## config.mk

```make
export PLATFORM = sky130hd
export DESIGN_NAME = scp_norm
export DESIGN_NICKNAME = d
export VERILOG_FILES = /design/src/hw/rtl/scp_pkg.sv /design/src/hw/rtl/scp_norm.sv
export SDC_FILE = /design/constraint.sdc
export NUM_CORES = 2
export LEC_CHECK = 0
export ABC_AREA = 0
export BUFFER_PORTS_ARGS = -buffer_cell sky130_fd_sc_hd__clkbuf_2
export CORE_AREA = 3 3 397 399
export DETAILED_ROUTE_END_ITERATION = 8
export DIE_AREA = 0 0 400 402
export PLACE_DENSITY = 0.65
export SETUP_SLACK_MARGIN = 0.2
export SYNTH_ARGS = -nofsm -noshare
export SYNTH_HDL_FRONTEND = slang
export SYNTH_SLANG_ARGS = --single-unit
```

## constraint.sdc

```tcl
create_clock -name i_clk -period 12.25 [get_ports i_clk]
set_clock_uncertainty 0.2 [all_clocks]
set_input_delay 1.225 -clock i_clk [delete_from_list [all_inputs] [get_ports i_clk]]
set_output_delay 1.225 -clock i_clk [all_outputs]
set_load 0.005 [all_outputs]
```

## src/hw/rtl/scp_pkg.sv

```systemverilog
// Shared types, widths, codes and helpers for the convex polygon SAT collision block.
// Used by scp_norm, sat_convex_polygon_collision, both scp_checker files and the testbench; no dependencies.
`default_nettype none
package scp_pkg;

    localparam int MAX_CORNERS = 8;
    localparam int CNT_W       = $clog2(MAX_CORNERS + 1);
    localparam int IDX_W       = $clog2(MAX_CORNERS);
    localparam int CW          = 32;   // corner coordinate, Q16.16
    localparam int NW          = 16;   // normal component, Q1.15
    localparam int VW          = CW + 1;   // edge vector component
    localparam int PW          = CW + NW;  // one product
    localparam int DW          = PW + 2;   // projection and overlap
    localparam int PENW        = 31;
    localparam int TOLW        = 16;
    localparam int AW          = 4;

    localparam logic [1:0] CMD_LOAD_A  = 2'd0;
    localparam logic [1:0] CMD_LOAD_B  = 2'd1;
    localparam logic [1:0] CMD_COMPUTE = 2'd2;

    localparam logic [1:0] REG_SYM_A = 2'd0;
    localparam logic [1:0] REG_SYM_B = 2'd1;
    localparam logic [1:0] REG_TOL   = 2'd2;

    localparam logic [TOLW-1:0] TOL_RESET = 16'd655;

    typedef enum logic [2:0] {
        NRM_IDLE, NRM_SHIFT, NRM_SQX, NRM_SQY, NRM_ROOT, NRM_DIVLD, NRM_DIV, NRM_DONE
    } t_nrm_state;

    typedef enum logic [4:0] {
        SEQ_IDLE, SEQ_PASS, SEQ_EDGE, SEQ_EDGE2, SEQ_NWAIT, SEQ_PX, SEQ_PY, SEQ_PM,
        SEQ_CMP, SEQ_CX, SEQ_CY, SEQ_CM, SEQ_CMID, SEQ_SEL, SEQ_OX, SEQ_OY,
        SEQ_OFIN, SEQ_FIN
    } t_seq_state;

    typedef struct packed {
        logic                 start;
        logic signed [VW-1:0] vx;
        logic signed [VW-1:0] vy;
    } t_nrm_req;

    typedef struct packed {
        logic                 done;
        logic                 ok;
        logic signed [NW-1:0] nx;
        logic signed [NW-1:0] ny;
    } t_nrm_res;

    function automatic logic signed [CW-1:0] sat32(input logic signed [CW+1:0] v);
        logic signed [CW+1:0] hi;
        logic signed [CW+1:0] lo;
        hi = {3'b000, {(CW-1){1'b1}}};
        lo = {3'b111, {(CW-1){1'b0}}};
        if (v > hi) begin
            return hi[CW-1:0];
        end else if (v < lo) begin
            return lo[CW-1:0];
        end
        return v[CW-1:0];
    endfunction

endpackage
`default_nettype wire

```

## src/hw/rtl/scp_norm.sv

```systemverilog
// Iterative unit normaliser: shift search, square sum, digit-by-digit root, two divides.
// Depends on scp_pkg for widths, state enum and request/result structs.
`default_nettype none
module scp_norm (
    input  wire logic              i_clk,
    input  wire logic              i_rst_n,
    input  wire scp_pkg::t_nrm_req i_req,
    output scp_pkg::t_nrm_res      o_res
);

    scp_pkg::t_nrm_state r_state, n_state;

    logic [scp_pkg::VW-1:0] r_ax, r_ay;
    logic                   r_negx, r_negy;
    logic [59:0]            r_sq;
    logic [61:0]            r_s;
    logic [34:0]            r_rem;
    logic [30:0]            r_root;
    logic [45:0]            r_num, r_den;
    logic [15:0]            r_q;
    logic [4:0]             r_cnt;
    logic                   r_ydiv, r_ok;
    logic signed [scp_pkg::NW-1:0] r_nx, r_ny;

    logic [scp_pkg::VW-1:0] m, in_ax, in_ay;
    logic [34:0]            rem_n, trial;
    logic [15:0]            q_n;
    logic [14:0]            q_cap;
    logic [29:0]            div_src;

    assign in_ax = i_req.vx[scp_pkg::VW-1] ? scp_pkg::VW'(-i_req.vx) : scp_pkg::VW'(i_req.vx);
    assign in_ay = i_req.vy[scp_pkg::VW-1] ? scp_pkg::VW'(-i_req.vy) : scp_pkg::VW'(i_req.vy);
    assign m     = (r_ax > r_ay) ? r_ax : r_ay;
    assign rem_n = {r_rem[32:0], r_s[61:60]};
    assign trial = {2'b00, r_root, 2'b01};
    assign q_n   = {r_q[14:0], (r_num >= r_den)};
    assign q_cap = q_n[15] ? 15'h7FFF : q_n[14:0];
    assign div_src = r_ydiv ? r_ay[29:0] : r_ax[29:0];

    assign o_res.done = (r_state == scp_pkg::NRM_DONE);
    assign o_res.ok   = r_ok;
    assign o_res.nx   = r_nx;
    assign o_res.ny   = r_ny;

    always_ff @(posedge i_clk) begin
        if (!i_rst_n) begin
            r_state <= scp_pkg::NRM_IDLE;
        end else begin
            r_state <= n_state;
        end
    end

    always_comb begin
        n_state = r_state;
        case (r_state)
            scp_pkg::NRM_IDLE: begin
                if (i_req.start) begin
                    n_state = (in_ax == '0 && in_ay == '0) ? scp_pkg::NRM_DONE
                                                           : scp_pkg::NRM_SHIFT;
                end
            end
            scp_pkg::NRM_SHIFT: begin
                if (m < scp_pkg::VW'(1 << 30) && m >= scp_pkg::VW'(1 << 29)) begin
                    n_state = scp_pkg::NRM_SQX;
                end
            end
            scp_pkg::NRM_SQX:   n_state = scp_pkg::NRM_SQY;
            scp_pkg::NRM_SQY:   n_state = scp_pkg::NRM_ROOT;
            scp_pkg::NRM_ROOT:  if (r_cnt == '0) n_state = scp_pkg::NRM_DIVLD;
            scp_pkg::NRM_DIVLD: n_state = scp_pkg::NRM_DIV;
            scp_pkg::NRM_DIV: begin
                if (r_cnt == '0) begin
                    n_state = r_ydiv ? scp_pkg::NRM_DONE : scp_pkg::NRM_DIVLD;
                end
            end
            scp_pkg::NRM_DONE:  n_state = scp_pkg::NRM_IDLE;
            default:            n_state = scp_pkg::NRM_IDLE;
        endcase
    end

    always_ff @(posedge i_clk) begin
        if (!i_rst_n) begin
            r_ok   <= 1'b0;
            r_ydiv <= 1'b0;
            r_cnt  <= '0;
        end else begin
            case (r_state)
                scp_pkg::NRM_IDLE: begin
                    if (i_req.start) begin
                        r_ax   <= in_ax;
                        r_ay   <= in_ay;
                        r_negx <= i_req.vx[scp_pkg::VW-1];
                        r_negy <= i_req.vy[scp_pkg::VW-1];
                        r_ok   <= 1'b0;
                        r_ydiv <= 1'b0;
                    end
                end
                scp_pkg::NRM_SHIFT: begin
                    // bring the larger magnitude into [2^29, 2^30)
                    if (m >= scp_pkg::VW'(1 << 30)) begin
                        r_ax <= r_ax >> 1;
                        r_ay <= r_ay >> 1;
                    end else if (m < scp_pkg::VW'(1 << 29)) begin
                        r_ax <= r_ax << 1;
                        r_ay <= r_ay << 1;
                    end
                end
                scp_pkg::NRM_SQX: begin
                    r_sq <= r_ax[29:0] * r_ax[29:0];
                end
                scp_pkg::NRM_SQY: begin
                    r_s    <= 62'(r_sq) + 62'(r_ay[29:0] * r_ay[29:0]);
                    r_rem  <= '0;
                    r_root <= '0;
                    r_cnt  <= 5'd30;
                end
                scp_pkg::NRM_ROOT: begin
                    if (rem_n >= trial) begin
                        r_rem  <= rem_n - trial;
                        r_root <= {r_root[29:0], 1'b1};
                    end else begin
                        r_rem  <= rem_n;
                        r_root <= {r_root[29:0], 1'b0};
                    end
                    r_s   <= r_s << 2;
                    r_cnt <= r_cnt - 5'd1;
                end
                scp_pkg::NRM_DIVLD: begin
                    // round half up: add half the divisor
                    r_num <= {1'b0, div_src, 15'd0} + 46'(r_root[30:1]);
                    r_den <= {r_root, 15'd0};
                    r_q   <= '0;
                    r_cnt <= 5'd15;
                end
                scp_pkg::NRM_DIV: begin
                    if (r_num >= r_den) begin
                        r_num <= r_num - r_den;
                    end
                    r_q   <= q_n;
                    r_den <= r_den >> 1;
                    r_cnt <= r_cnt - 5'd1;
                    if (r_cnt == '0) begin
                        if (r_ydiv) begin
                            r_ny <= r_negy ? -$signed({1'b0, q_cap}) : $signed({1'b0, q_cap});
                            r_ok <= 1'b1;
                        end else begin
                            r_nx <= r_negx ? -$signed({1'b0, q_cap}) : $signed({1'b0, q_cap});
                            r_ydiv <= 1'b1;
                        end
                    end
                end
                default: begin
                end
            endcase
        end
    end

endmodule
`default_nettype wire

```

==> reports/metrics.yaml <==
start_kind: "flop"
rsz0062_at_grt: "false"
netlist-cell-type-count: 102
r2r_cells: 25
cts_inserted_buffers: 50
cts_tree: "yes"
n_fill_cell: 14240
nNetsFinal: 10324
cp.depth: 25
cpPeakStageDelay_ns: 1.10
period_minus_slack_ns: 9.964
cp_common_cell: "fa_1"
antenna_found_initial: 12
viasPerCell: 5.610
root_buffer: "clkbuf_16"
dieHeight_um: 402
cp-end-kind: "flop"
netlist_instances: 8240
hold_path_class: "flop to flop"
h-tree-depth: 2
cts.sinks: 402
async_flop_share_pct: 0
setup_violations: 0
yosys.area.top_type: "fa_1"
io_buffers: 102
syn-num-nets: 10393
netlist_top_cells_area: "fa_1 (38%), edfxtp_1 (15%), ha_1 (10%)"
die_x_um: 400
yosysWarnings: 0
worstMarginPinSlew_ns: 1.399
drt_first_iter_violations: 5240
dr_total_vias: 57577
num_rows: 144
postCtsSetupBuffers: 0
synth_seq_area_share_pct: 15.57
path_buf_inv: 5
ctsResizeCount: 0
cap_violations: 0
worst-path-max-fanout: 18
synth_ff_type: "edfxtp_1"
wl_mm: 236.4
grt_pass1_vias: 60128
path_clk_slew_ns: 0.07
synth_edf_count: 392
cts_buffer_depth: 3
clock_latency_ns: 0.68
timing.setup.tns_ns: 0
gr-total-overflow: 0
fin_crit_sh_pct: 81.34
regToRegSetupSlack_ns: 2.29
path_class: "flop to flop"
drive_gt1_share_pct: 4.749
grt_max_degree: 74
start_util_pct: 49.84
fp.coreArea_mm2: 0.1542
drc: 0
slew_headroom_pct: 5.720
path_delay_family: "adder cells"
gp_congestion: 1.072
dp_hpwl_mm: 187.1
timing.rr.end: "r_s[58]$_DFFE_PP_"
synth_top_cell_area_share_pct: 37.82
cp_slowest_cell: "clkinv_1"
drt-wirelength-per-cell_um: 23.03
slew_viol_final: 0
synth-seq-cells: 402
finalHoldViolCount: 0
die_area_mm2: 0.1608
postRouteAntennaNets: 0
worstPathRequired_ns: 12.47
syn_area_mm2: 0.07686
grt_usage_pct: 29.92
hold_buffers: 0
avgSynthCellArea_um2: 9.328
crit_arrival_ns: 10.18
endpoint: "r_s[58]$_DFFE_PP_"
max_freq_ghz: 0.1004
r2r_start: "r_ay[3]$_DFFE_PP_"
syn2layout_area_growth_pct: 5.811
outcome: "finished, final reports clean"
ios: 103
first_pass_iters: 8
setup.worst_path.start: "r_ay[3]$_DFFE_PP_"
grt_pass1_wl_mm: 363.5
## metal layers
metal / vias to the layer above / track usage (%) / part of all wire [%]
met3: 434 / 9.834 / 12
met1: 28849 / 41.36 / 41
li1: 25554 / - / -
met5: - / 0 / 0.13
met2: 2726 / 44.92 / 43
met4: 14 / 8.894 / 3.6
## how the worst min path moves through the flow
stage | from | endpoint | slack, ns | cells after the start
6_report | r_ok$_SDFFE_PN0P_ | r_ok$_SDFFE_PN0P_ | 0.27 | 2
5_1_grt | r_ok$_SDFFE_PN0P_ | r_ok$_SDFFE_PN0P_ | 0.29 | 2
4_1_cts | r_ok$_SDFFE_PN0P_ | r_ok$_SDFFE_PN0P_ | 0.28 | 2
3_5_place_dp | r_ok$_SDFFE_PN0P_ | r_ok$_SDFFE_PN0P_ | 0.27 | 2
3_3_place_gp | r_ok$_SDFFE_PN0P_ | r_ok$_SDFFE_PN0P_ | 0.27 | 2
2_1_floorplan | r_ax[0]$_DFFE_PP_ | r_sq[0]$_DFFE_PP_ | 0.22 | 0
## layout make-up
| type | count | area, um^2 | area share, % |
|---|---|---|---|
| multi-input combinational | 5536 | 56270 | 69.19 |
| sequential | 402 | 11970 | 14.72 |
| inverter | 1964 | 7372 | 9.064 |
| tap | 2044 | 2557 | 3.144 |
| timing repair buffer | 217 | 1374 | 1.689 |
| clock buffer | 55 | 1270 | 1.561 |
| clock inverter | 38 | 494.2 | 0.6077 |
| antenna | 8 | 20.02 | 0.02461 |
## tightest hold or removal path: stages, from the launching register on
cell and delay (ns):
dfxtp_1 0.33, a21oi_1 0.04, nor2_1 0.07
## flip-flops by register name, summed over array words and instances (netlist names), 15 cells and up
register	count
r_den	46
r_s	62
r_rem	33
r_sq	59
r_num	46
r_ay	33
r_root	31
r_ax	33
r_nx	16
r_q	15
r_ny	16
## stage by stage
| step | hold WS (ns) | instance area, um^2 | std cells | setup slack (ns) | utilization (%) |
|---|---|---|---|---|---|
| 2_1_floorplan | 0.2244 | 76870 | 8240 | 3.731 | - |
| 3_3_place_gp | 0.2713 | 79550 | 10163 | 2.567 | 51.58 |
| 3_5_place_dp | 0.2692 | 79550 | 10163 | 2.384 | 51.58 |
| 4_1_cts | 0.2828 | 81310 | 10256 | 2.421 | 52.72 |
| 5_1_grt | 0.2888 | 81310 | 10256 | 1.943 | 52.72 |
| 6_report | 0.2740 | 81330 | 10264 | 2.286 | 52.73 |
## layout by cell type, fill, tap and decap left out, types with 12 or more instances in the layout
| cell | n |
|---|---|
| inv_1 | 1941 |
| fa_1 | 1452 |
| nand2_1 | 772 |
| ha_1 | 632 |
| nor2_1 | 603 |
| edfxtp_1 | 392 |
| a21oi_1 | 359 |
| o21ai_0 | 254 |
| xnor2_1 | 177 |
| and2_1 | 154 |
| xor2_1 | 120 |
| a21o_1 | 117 |
| buf_4 | 115 |
| clkbuf_2 | 102 |
| nand3_1 | 95 |
| mux2i_1 | 68 |
| nand4_1 | 56 |
| nor3_1 | 51 |
| clkbuf_16 | 50 |
| and3_1 | 44 |
| nor2b_1 | 39 |
| a211oi_1 | 38 |
| o31ai_1 | 38 |
| o21bai_1 | 36 |
| nand2b_1 | 32 |
| or3_1 | 26 |
| nor4_1 | 25 |
| a31oi_1 | 23 |
| clkinv_1 | 22 |
| o211ai_1 | 21 |
| or2_2 | 21 |
| o21a_1 | 15 |
| or4_1 | 15 |
| o22ai_1 | 13 |
| a211o_1 | 12 |
| a21boi_0 | 12 |
| clkinv_2 | 12 |
## cells by family (layout without fill, tap and decap cells)
family | count (synthesis) | after routing | share of synthesized area (%)
buffers and inverters | 2302 | 2274 | 11.32
muxes | 76 | 76 | 1.003
other | 1 | 9 | 0.004879
xor gates and xnor gates | 297 | 297 | 3.384
AOI/OAI and AO/OA | 1082 | 1082 | 8.784
adders and majority gates | 2085 | 2085 | 48.12
and+or+nand+nor | 1995 | 1995 | 11.81
DFF | 402 | 402 | 15.57
## Yosys cell counts (all sizes together) (9+ instances only)
| cell | instances |
|---|---|
| inv | 1945 |
| fa | 1452 |
| nand2 | 776 |
| ha | 632 |
| nor2 | 607 |
| edfxtp | 392 |
| a21oi | 360 |
| clkbuf | 293 |
| o21ai | 260 |
| xnor2 | 177 |
| and2 | 155 |
| xor2 | 120 |
| a21o | 117 |
| nand3 | 96 |
| mux2i | 68 |
| nand4 | 58 |
| nor3 | 51 |
| and3 | 46 |
| buf | 45 |
| o31ai | 40 |
| nor2b | 39 |
| a211oi | 38 |
| o21bai | 36 |
| nand2b | 32 |
| nor4 | 31 |
| or3 | 28 |
| a31oi | 23 |
| o211ai | 21 |
| or2 | 21 |
| clkinv | 19 |
| o21a | 17 |
| or4 | 17 |
| a21boi | 14 |
| o22ai | 13 |
| a211o | 12 |
| a2111oi | 11 |
| a311oi | 11 |
| a31o | 11 |
| o41ai | 11 |
| dfxtp | 10 |
| o2111ai | 10 |
| o221ai | 10 |
| a22oi | 9 |
| o211a | 9 |
Power is not shown: default switching activity piles up to over one toggle a cycle in this logic, so the estimate is an artifact.
